File: src/hw/rtl/rhsv_pkg.sv
// Package for the RGB to HSV converter.
// Holds the hue sector type and the width constant HUE_EXTRA used by the design modules.
package rhsv_pkg;
   // Extra bits that the hue divisor needs on top of a sample, since it is six times chroma.
   localparam int HUE_EXTRA = 3;

   typedef enum logic [1:0] {
      SEC_RED,
      SEC_GREEN,
      SEC_BLUE
   } sector_type;
endpackage

File: src/hw/rtl/rhsv_front.sv
// Front end of the RGB to HSV converter: max, min, chroma and divider operands.
// Two register stages. Depends on rhsv_pkg.
module rhsv_front import rhsv_pkg::*; #(
   parameter int N = 16
) (
   input  logic                   clock,
   input  logic                   reset,
   input  logic                   in_valid,
   input  logic [N-1:0]           red,
   input  logic [N-1:0]           green,
   input  logic [N-1:0]           blue,
   output logic                   out_valid,
   output logic [N+HUE_EXTRA-1:0] hue_rem,
   output logic [N+HUE_EXTRA-1:0] hue_den,
   output logic [N-1:0]           sat_rem,
   output logic [N-1:0]           sat_den,
   output logic [N-1:0]           sat_low,
   output logic [N-1:0]           value
);
   localparam int DW = N + HUE_EXTRA + 1;

   logic              a_valid_ff, a_valid_in;
   logic [N-1:0]      a_v_ff, a_v_in, a_c_ff, a_c_in, mn;
   logic signed [DW-1:0] a_diff_ff, a_diff_in;
   sector_type        a_sec_ff, a_sec_in;

   logic              b_valid_ff;
   logic [N+HUE_EXTRA-1:0] b_rem_ff, b_rem_in, b_den_ff, b_den_in;
   logic [N-1:0]      b_srem_ff, b_srem_in, b_sden_ff, b_sden_in, b_slow_ff, b_slow_in;
   logic [N-1:0]      b_v_ff;
   logic signed [DW-1:0] pos, six_c;
   logic [2*N-1:0]    prod;

   always_comb begin
      a_valid_in = in_valid;
      a_v_in = red;
      if (green > a_v_in) a_v_in = green;
      if (blue > a_v_in) a_v_in = blue;
      mn = red;
      if (green < mn) mn = green;
      if (blue < mn) mn = blue;
      a_c_in = a_v_in - mn;
      if (a_v_in == red) begin
         a_sec_in  = SEC_RED;
         a_diff_in = $signed({{(DW-N){1'b0}}, green}) - $signed({{(DW-N){1'b0}}, blue});
      end else if (a_v_in == green) begin
         a_sec_in  = SEC_GREEN;
         a_diff_in = $signed({{(DW-N){1'b0}}, blue}) - $signed({{(DW-N){1'b0}}, red});
      end else begin
         a_sec_in  = SEC_BLUE;
         a_diff_in = $signed({{(DW-N){1'b0}}, red}) - $signed({{(DW-N){1'b0}}, green});
      end
   end

   always_ff @(posedge clock) begin
      if (reset) begin
         a_valid_ff <= 1'b0;
         b_valid_ff <= 1'b0;
      end else begin
         a_valid_ff <= a_valid_in;
         b_valid_ff <= a_valid_ff;
      end
      a_v_ff    <= a_v_in;
      a_c_ff    <= a_c_in;
      a_diff_ff <= a_diff_in;
      a_sec_ff  <= a_sec_in;
      b_rem_ff  <= b_rem_in;
      b_den_ff  <= b_den_in;
      b_srem_ff <= b_srem_in;
      b_sden_ff <= b_sden_in;
      b_slow_ff <= b_slow_in;
      b_v_ff    <= a_v_ff;
   end

   always_comb begin
      six_c = $signed({{(DW-N){1'b0}}, a_c_ff} <<< 2) + $signed({{(DW-N){1'b0}}, a_c_ff} <<< 1);
      case (a_sec_ff)
         SEC_GREEN: pos = a_diff_ff + $signed({{(DW-N){1'b0}}, a_c_ff} <<< 1);
         SEC_BLUE:  pos = a_diff_ff + $signed({{(DW-N){1'b0}}, a_c_ff} <<< 2);
         default:   pos = a_diff_ff;
      endcase
      if (pos < 0) pos = pos + six_c;
      if (pos >= six_c) pos = pos - six_c;
      // A gray pixel gets an all-ones divisor so that every quotient bit comes out zero.
      if (a_c_ff == '0) begin
         b_rem_in = '0;
         b_den_in = '1;
      end else begin
         b_rem_in = pos[N+HUE_EXTRA-1:0];
         b_den_in = six_c[N+HUE_EXTRA-1:0];
      end
      // Chroma times full scale, formed as a shift and a subtract.
      prod = {a_c_ff, {N{1'b0}}} - {{N{1'b0}}, a_c_ff};
      b_srem_in = prod[2*N-1:N];
      b_slow_in = prod[N-1:0];
      b_sden_in = (a_v_ff == '0) ? '1 : a_v_ff;
   end

   assign out_valid = b_valid_ff;
   assign hue_rem   = b_rem_ff;
   assign hue_den   = b_den_ff;
   assign sat_rem   = b_srem_ff;
   assign sat_den   = b_sden_ff;
   assign sat_low   = b_slow_ff;
   assign value     = b_v_ff;
endmodule

File: src/hw/rtl/rhsv_div_cell.sv
// One cell of the divider chain: one quotient bit of hue and of saturation per beat.
// Depends on rhsv_pkg.
module rhsv_div_cell import rhsv_pkg::*; #(
   parameter int N = 16
) (
   input  logic                   clock,
   input  logic                   reset,
   input  logic                   in_valid,
   input  logic [N+HUE_EXTRA-1:0] in_hrem,
   input  logic [N+HUE_EXTRA-1:0] in_hden,
   input  logic [N-1:0]           in_hq,
   input  logic [N-1:0]           in_srem,
   input  logic [N-1:0]           in_sden,
   input  logic [N-1:0]           in_slow,
   input  logic [N-1:0]           in_sq,
   input  logic [N-1:0]           in_value,
   output logic                   out_valid,
   output logic [N+HUE_EXTRA-1:0] out_hrem,
   output logic [N+HUE_EXTRA-1:0] out_hden,
   output logic [N-1:0]           out_hq,
   output logic [N-1:0]           out_srem,
   output logic [N-1:0]           out_sden,
   output logic [N-1:0]           out_slow,
   output logic [N-1:0]           out_sq,
   output logic [N-1:0]           out_value
);
   logic                   valid_ff;
   logic [N+HUE_EXTRA-1:0] hrem_ff, hrem_in, hden_ff;
   logic [N-1:0]           hq_ff, hq_in, srem_ff, srem_in, sden_ff, slow_ff, sq_ff, sq_in, value_ff;
   logic [N+HUE_EXTRA:0]   htry;
   logic [N:0]             stry;

   always_comb begin
      htry = {in_hrem, 1'b0};
      if (htry >= {1'b0, in_hden}) begin
         htry  = htry - {1'b0, in_hden};
         hq_in = {in_hq[N-2:0], 1'b1};
      end else begin
         hq_in = {in_hq[N-2:0], 1'b0};
      end
      hrem_in = htry[N+HUE_EXTRA-1:0];
      stry = {in_srem, in_slow[N-1]};
      if (stry >= {1'b0, in_sden}) begin
         stry  = stry - {1'b0, in_sden};
         sq_in = {in_sq[N-2:0], 1'b1};
      end else begin
         sq_in = {in_sq[N-2:0], 1'b0};
      end
      srem_in = stry[N-1:0];
   end

   always_ff @(posedge clock) begin
      if (reset) begin
         valid_ff <= 1'b0;
      end else begin
         valid_ff <= in_valid;
      end
      hrem_ff  <= hrem_in;
      hden_ff  <= in_hden;
      hq_ff    <= hq_in;
      srem_ff  <= srem_in;
      sden_ff  <= in_sden;
      slow_ff  <= {in_slow[N-2:0], 1'b0};
      sq_ff    <= sq_in;
      value_ff <= in_value;
   end

   assign out_valid = valid_ff;
   assign out_hrem  = hrem_ff;
   assign out_hden  = hden_ff;
   assign out_hq    = hq_ff;
   assign out_srem  = srem_ff;
   assign out_sden  = sden_ff;
   assign out_slow  = slow_ff;
   assign out_sq    = sq_ff;
   assign out_value = value_ff;
endmodule

File: src/hw/rtl/rgb_to_hsv_converter.sv
// Top level of the RGB to HSV converter.
// Instantiates rhsv_front and a chain of rhsv_div_cell. Depends on rhsv_pkg.
//
// One pixel is taken in every cycle and busy stays low. Each result appears
// for one cycle, with rsp_valid high, once its pixel has passed two front
// stages that find value and chroma and one divider cell per quotient bit
// that forms hue and saturation. The receiver cannot stall the chain.
module rgb_to_hsv_converter import rhsv_pkg::*; #(
   parameter int PIXEL_BITS = 16
) (
   input  logic                  clock,
   input  logic                  reset,
   input  logic                  start,
   output logic                  busy,
   input  logic [PIXEL_BITS-1:0] req_red,
   input  logic [PIXEL_BITS-1:0] req_green,
   input  logic [PIXEL_BITS-1:0] req_blue,
   output logic                  rsp_valid,
   output logic [PIXEL_BITS-1:0] rsp_hue,
   output logic [PIXEL_BITS-1:0] rsp_saturation,
   output logic [PIXEL_BITS-1:0] rsp_value
);
   localparam int N = PIXEL_BITS;

   logic                   valid  [N+1];
   logic [N+HUE_EXTRA-1:0] hrem   [N+1];
   logic [N+HUE_EXTRA-1:0] hden   [N+1];
   logic [N-1:0]           hq     [N+1];
   logic [N-1:0]           srem   [N+1];
   logic [N-1:0]           sden   [N+1];
   logic [N-1:0]           slow   [N+1];
   logic [N-1:0]           sq     [N+1];
   logic [N-1:0]           val    [N+1];

   assign busy  = 1'b0;
   assign hq[0] = '0;
   assign sq[0] = '0;

   rhsv_front #(.N(N)) u_front (
      .clock     (clock),
      .reset     (reset),
      .in_valid  (start),
      .red       (req_red),
      .green     (req_green),
      .blue      (req_blue),
      .out_valid (valid[0]),
      .hue_rem   (hrem[0]),
      .hue_den   (hden[0]),
      .sat_rem   (srem[0]),
      .sat_den   (sden[0]),
      .sat_low   (slow[0]),
      .value     (val[0])
   );

   for (genvar i = 0; i < N; i++) begin : g_cell
      rhsv_div_cell #(.N(N)) u_cell (
         .clock     (clock),
         .reset     (reset),
         .in_valid  (valid[i]),
         .in_hrem   (hrem[i]),
         .in_hden   (hden[i]),
         .in_hq     (hq[i]),
         .in_srem   (srem[i]),
         .in_sden   (sden[i]),
         .in_slow   (slow[i]),
         .in_sq     (sq[i]),
         .in_value  (val[i]),
         .out_valid (valid[i+1]),
         .out_hrem  (hrem[i+1]),
         .out_hden  (hden[i+1]),
         .out_hq    (hq[i+1]),
         .out_srem  (srem[i+1]),
         .out_sden  (sden[i+1]),
         .out_slow  (slow[i+1]),
         .out_sq    (sq[i+1]),
         .out_value (val[i+1])
      );
   end

   assign rsp_valid      = valid[N];
   assign rsp_hue        = hq[N];
   assign rsp_saturation = sq[N];
   assign rsp_value      = val[N];
endmodule

File: config.mk
export PLATFORM = sky130hd
export DESIGN_NAME = rgb_to_hsv_converter
export DESIGN_NICKNAME = d
export VERILOG_FILES = /design/src/hw/rtl/rhsv_pkg.sv /design/src/hw/rtl/rhsv_front.sv /design/src/hw/rtl/rhsv_div_cell.sv /design/src/hw/rtl/rgb_to_hsv_converter.sv
export SDC_FILE = /design/constraint.sdc
export NUM_CORES = 2
export LEC_CHECK = 0
export BUFFER_PORTS_ARGS = -buffer_cell sky130_fd_sc_hd__buf_4
export CAP_MARGIN = 5
export CORE_MARGIN = 3
export CORE_UTILIZATION = 40
export DETAILED_ROUTE_END_ITERATION = 16
export GPL_ROUTABILITY_DRIVEN = 1
export PLACE_DENSITY = 0.6
export SKIP_LAST_GASP = 1
export SYNTH_ARGS = -nofsm -noshare
export SYNTH_HDL_FRONTEND = slang
export SYNTH_SLANG_ARGS = --single-unit
export TNS_END_PERCENT = 20
File: constraint.sdc
create_clock -name clock -period 7.56 [get_ports clock]
set_clock_uncertainty 0.05 [all_clocks]
set_input_delay 1.512 -clock clock [delete_from_list [all_inputs] [get_ports clock]]
set_output_delay 1.512 -clock clock [all_outputs]
set_load 0.005 [all_outputs]
== After elaboration in Yosys (flattened, before gate mapping) ==
Index checks and enable logic that the tools add are counted.
Storage, ports and cells
  bits in registers: 1872
  input port bits: 51
  output and inout port bits: 50
  logic and storage cells: 322
Operators by class
  add/subtract/negate cells: 40
  $lt $le $gt $ge: 38
  equality and inequality tests: 4
  multiplexer cells: 72
  reductions and logical operators: 2
Operator list (count)
  20-bit by 19-bit greater-or-equal comparator with 1-bit output: 16
  16-bit two-way mux: 19
  19-bit two-way mux: 16
  19-bit subtractor: 16
  17-bit by 16-bit greater-or-equal comparator with 1-bit output: 16
  16-bit subtractor: 16
  20-bit two-way mux: 3
  16-bit by 16-bit subtractor with 17-bit output: 3
  20-bit case mux with 2 select lines: 1
  16-bit equality test: 2
  16-bit greater-than comparator: 2
  16-bit logical NOT: 2
  16-bit less-than comparator: 2
  1-bit two-way mux: 32
  32-bit by 16-bit subtractor with 32-bit output: 1
  20-bit by 18-bit adder with 20-bit output: 1
  20-bit by 19-bit adder with 20-bit output: 1
  20-bit adder: 1
  20-bit greater-or-equal comparator: 1
  20-bit by 1-bit less-than comparator with 1-bit output, second input constant: 1
  18-bit by 17-bit adder with 19-bit output: 1
  2-bit by 1-bit equality test with 1-bit output, second input constant: 1
  2-bit equality test, second input constant: 1
  2-bit two-way mux: 1

== Logic depth before layout (Yosys ltp) ==
  word-level depth: 7
  depth in mapped cells: 35

== Modules after synthesis ==
Synthesis repeated with hierarchy kept, for this count alone.
Second synthesis, totals
  cells, all modules: 9496
  area, all modules: 93214.4 µm²
Modules (own cells, without submodules)
  rhsv_div_cell: instances 16, cells each 487, area an instance 4966.0 µm², sequential area each 2682.6 µm²
  rhsv_front: instances 1, cells each 1702, area an instance 13746.9 µm², sequential area each 3103.0 µm²
  rgb_to_hsv_converter: instances 1, cells each 2, area an instance 11.3 µm², sequential area each 0.0 µm²

== Worst setup path after synthesis ==
Ideal clock, no wire load.
  kind: input to register
  start point: input port req_green[14]
  end point: register u_front.a_c_ff[14]
  setup time: 62 ps
  arrival: 7504 ps
  data required time: 7448 ps
  path slack: -56 ps
  stages on the path: 31
  buffers on the path: 6
  cells stage by stage: inv_1 -> ha_1 -> buf_2 -> a21o_1 -> a221oi_1 -> and3_1 -> clkbuf_1 -> clkbuf_1 -> nor2_1 -> a21oi_1 -> ha_1 -> a21o_1 -> a21o_1 -> a21oi_1 -> or4b_1 -> nand2_1 -> buf_4 -> clkbuf_1 -> clkbuf_1 -> a21oi_1 -> ha_1 -> nor2b_1 -> o21ai_0 -> a21boi_0 -> o21ai_0 -> a21boi_0 -> o21ai_0 -> a21o_1 -> a21oi_1 -> or4_1 -> nand3_1
Between the ends
  cells in the longest elaborated chain, start to end: 5
RTL lines
  from (decl): line rgb_to_hsv_converter.sv:16  | input logic [PIXEL_BITS-1:0] req_green,
  16-bit greater-than comparator: line rhsv_front.sv:37  | if (green > a_v_in) a_v_in = green;
  16-bit two-way mux *: line rhsv_front.sv:37
  16-bit greater-than comparator: line rhsv_front.sv:38  | if (blue > a_v_in) a_v_in = blue;
  16-bit two-way mux *: line rhsv_front.sv:38
  via u_front.a_v_in[2]: line rhsv_front.sv:23  | logic [N-1:0] a_v_ff, a_v_in, a_c_ff, a_c_in, mn;
  16-bit subtractor *: line rhsv_front.sv:42  | a_c_in = a_v_in - mn;
  via u_front.a_c_in[14]: line rhsv_front.sv:23
  to (signal assigned): line rhsv_front.sv:64  | a_c_ff <= a_c_in;
  to (decl): line rhsv_front.sv:23
The timed path passes the listed nets; every way through them passes the cells marked *.
A chain may end at the register's enable or synchronous reset.

== Worst setup path in the final report ==
  start point: input port req_green[10]
  end point: register u_front.a_c_ff[14]
Same word-level chain as after synthesis.

==> results.cfg <==
[floorplan]
floorplan.die.height_um = 452
fp.dieW_um = 452
dieArea_mm2 = 0.204
core_outline_area_mm2 = 0.198
num_io_pins = 101
placement_rows = 163
initial_utilization = 0.403

[grt]
grt_pass1_vias = 55900
grtUsageTotal = 0.164
globalRoute.totalOverflow = 0
antenna_found_initial = 1
first_pass_grt_wire_length_um = 278000
grt_max_degree = 38

[sta]
final-hold-violation-count = 0
relSlewSlack = 0.176
period_share = 0.913
tns_ns = 0
transition_time_at_the_pin_with_the_least_slew_margin_ns = 1.23
fin_crit_ns = 6.90
final-max-slew-violation-count = 0
fmax_mhz = 145
grt_setup_unrepaired = false
final_number_of_setup_violating_endpoints = 0
worst_hold_margin_ns = 0.233
worst_slack_ns = 0.658

[yosys]
synthArstFlopShare = 0
ys_seq_elements = 1869
ys_top_cells_by_area = sky130_fd_sc_hd__dfxtp_1 47%, sky130_fd_sc_hd__ha_1 12%, sky130_fd_sc_hd__mux2_2 4.3%
synth.net_count = 8818
synth.cell_area_mm2 = 0.0796
synth_cell_types = 95
synth_warnings = 0
ys.flop_type = sky130_fd_sc_hd__dfxtp_1
synth_seq_area_share = 0.470
syn-instance-count = 7972
synth_top_area_frac = 0.470
synth_top_cell_by_area = sky130_fd_sc_hd__dfxtp_1
syn-mean-instance-area_um2 = 9.98
synth_enable_flop_cells = 0

[worst_setup_path]
worst_r2r_path_depth = 26
startpoint_type = primary input
cp.arrival_ns = 7.64
worstReg2RegStart = u_front.a_c_ff[0]
path_class = in -> reg
worst_path_most_repeated_cell = sky130_fd_sc_hd__a21oi_1
worst_path_maximum_fanout = 8
slowest_delay_ns = 0.50
crit_slowest_cell = sky130_fd_sc_hd__or4b_1
cp_data_required_time_ns = 8.30
critical_path.reg2reg.endpoint = u_front.hue_rem[17]
critical_path.endpoint_type = flop
reg2reg_slack_ns = 0.82

[clocking]
max-clock-path-buffers = 3
cts_made_buffers = 188
cts_max_level = 4
post-cts-setup-buffer-count = 0
cts.hold.buffers_added = 0
clock_insertion_delay_worst_skew_ns = 0.83
clock_root_cell = sky130_fd_sc_hd__clkbuf_16
clk_pin_slew_worst_paths_ns = 0.06
ctsResizeCount = 0
clock-sinks = 1869
clock_tree_from_tritoncts = done

[route]
postRouteAntennaNets = 0
first_iter_violations = 2636
top_signal_layer_used = met4
met1Wirelength_um = 74200
drtPass1Iterations = 7
routed-wl-met3_um = 5820
wl_per_cell_um = 15.2
vias_per_cell = 4.93
met2_length_um = 83200
drc = 0
detailed_route_wire_length_um = 170000
dr_total_vias = 55000

[hold_path]
hold_path_depth = 0
timing.hold.worst_endpoint = g_cell[0].u_cell.out_slow[8]
timing.hold.worst.class = reg -> reg
min-delay-start = u_front.sat_low[7]

[placement]
dp.final_hpwl_um = 132000
gp_congestion = 0.890
pre_cts_setup_slack_ns = -0.154
portBuffers = 99

[status]
run_status = complete, no violations

[finish]
drive_above_1_share = 0.122
area_overhead_of_the_layout_relative_to_synthesis_pct = 15.2
area.sequential_mm2 = 0.0374
fillers = 18200
design.final.nets = 9197
multi_input_area_mm2 = 0.0385

[flow_run]
max-cap-violations = 0
==> worst max-delay path, delay by kind of cell <==
family          cells  cell delay (ns)
compound gates     15             3.01
simple gates        8             1.63
fa+ha+maj           3             0.82
buf+inv             5             0.66
==> routing by layer <==
layer | vias to the layer above | track usage
li1 | 28300 | -
met2 | 881 | 0.296
met3 | 343 | 0.0254
met1 | 25500 | 0.193
met4 | 0 | 0.0657
met5 | - | 0
==> worst max path at each step <==
| stage | startpoint | end | slack, ns | cells past startpoint |
|---|---|---|---|---|
| 2_1_floorplan | req_green[14] | u_front.a_c_ff[14] | 0.07 | 33 |
| 3_3_place_gp | req_green[10] | u_front.a_c_ff[14] | -0.12 | 34 |
| 3_5_place_dp | req_green[10] | u_front.a_c_ff[14] | -0.15 | 32 |
| 4_1_cts | req_green[10] | u_front.a_c_ff[14] | 0.77 | 31 |
| 5_1_grt | req_green[10] | u_front.a_c_ff[15] | 0.27 | 32 |
| 6_report | req_green[10] | u_front.a_c_ff[14] | 0.66 | 31 |
==> cell usage in the layout, fill, tap and decap left out, drive strengths merged, types with 20 or more instances in the layout <==
cell type and instances:
dfxtp 1869, clkbuf 260, a211oi 67, o31ai 36
or3 54, o21ai 300, o21a 73, mux2i 69
xnor2 394, nand2b 102, bufinv 26, a21o 144
or2 45, a21boi 48, o21bai 41, a2111oi 20
a31oi 57, nor4 51, nor3 154, nand2 319
and2 35, a211o 41, nand4 104, ha 756
mux2 308, nor2b 126, buf 299, nand3 138
fa 39, o211ai 29, xor2 174, nor2 490
inv 873, a21oi 626, and3 55, clkinv 56
==> synthesized netlist by cell type, types with 51 or more instances <==
master                     instances
sky130_fd_sc_hd__nand2b_1        102
sky130_fd_sc_hd__nand4_1         104
sky130_fd_sc_hd__dfxtp_1        1869
sky130_fd_sc_hd__a211oi_1         64
sky130_fd_sc_hd__xnor2_1         394
sky130_fd_sc_hd__inv_1           869
sky130_fd_sc_hd__nand3_1         138
sky130_fd_sc_hd__xor2_1          174
sky130_fd_sc_hd__or3_1            54
sky130_fd_sc_hd__mux2_2          307
sky130_fd_sc_hd__and3_1           53
sky130_fd_sc_hd__nor4_1           51
sky130_fd_sc_hd__o21ai_0         294
sky130_fd_sc_hd__mux2i_1          68
sky130_fd_sc_hd__nor3_1          148
sky130_fd_sc_hd__nand2_1         319
sky130_fd_sc_hd__a21o_1          144
sky130_fd_sc_hd__nor2b_1         126
sky130_fd_sc_hd__a31oi_1          57
sky130_fd_sc_hd__clkbuf_1         62
sky130_fd_sc_hd__nor2_1          490
sky130_fd_sc_hd__a21oi_1         624
sky130_fd_sc_hd__ha_1            756
sky130_fd_sc_hd__o21a_1           73
==> layout make-up <==
class | count | share of cell area
sequential | 1869 | 0.408
inverter | 872 | 0.0357
timing repair buffer | 299 | 0.0247
tap | 2640 | 0.0360
clock inverter | 92 | 0.0169
multi-input combinational | 5121 | 0.420
antenna | 1 | 0.0000273
clock buffer | 260 | 0.0589
==> state kept, by name (all words and copies together), names as in the netlist, 17 cells and up <==
name / count
g_cell.u_cell.out_hden: 285
g_cell.u_cell.out_hq: 136
g_cell.u_cell.out_hrem: 285
g_cell.u_cell.out_sden: 240
g_cell.u_cell.out_slow: 120
g_cell.u_cell.out_sq: 136
g_cell.u_cell.out_srem: 240
g_cell.u_cell.out_value: 256
u_front.a_diff_ff: 17
u_front.hue_den: 19
u_front.hue_rem: 19
==> logic make-up (layout without fill, tap and decap cells) <==
group                      Yosys count  after routing  share of synthesized area
DFF                               1869           1869                      0.470
xor gates and xnor gates           568            568                     0.0625
and+or+nand+nor                   1723           1723                      0.107
buffers and inverters              982           1523                     0.0475
AOI/OAI and AO/OA                 1657           1657                      0.132
adders and majority gates          795            795                      0.129
muxes                              377            377                     0.0523
other                                1              2                  0.0000471
==> stage by stage <==
stage / utilization / instances / instance area, um^2
2_1_floorplan: - / 7972 / 79600
3_3_place_gp: 0.429 / 10800 / 84700
3_5_place_dp: 0.429 / 10800 / 84700
4_1_cts: 0.464 / 11200 / 91700
5_1_grt: 0.464 / 11200 / 91700
6_report: 0.464 / 11200 / 91700
Power is left out: the tool's default activity adds up to more than one toggle a clock period on the data nets, which glitch-free logic cannot reach.
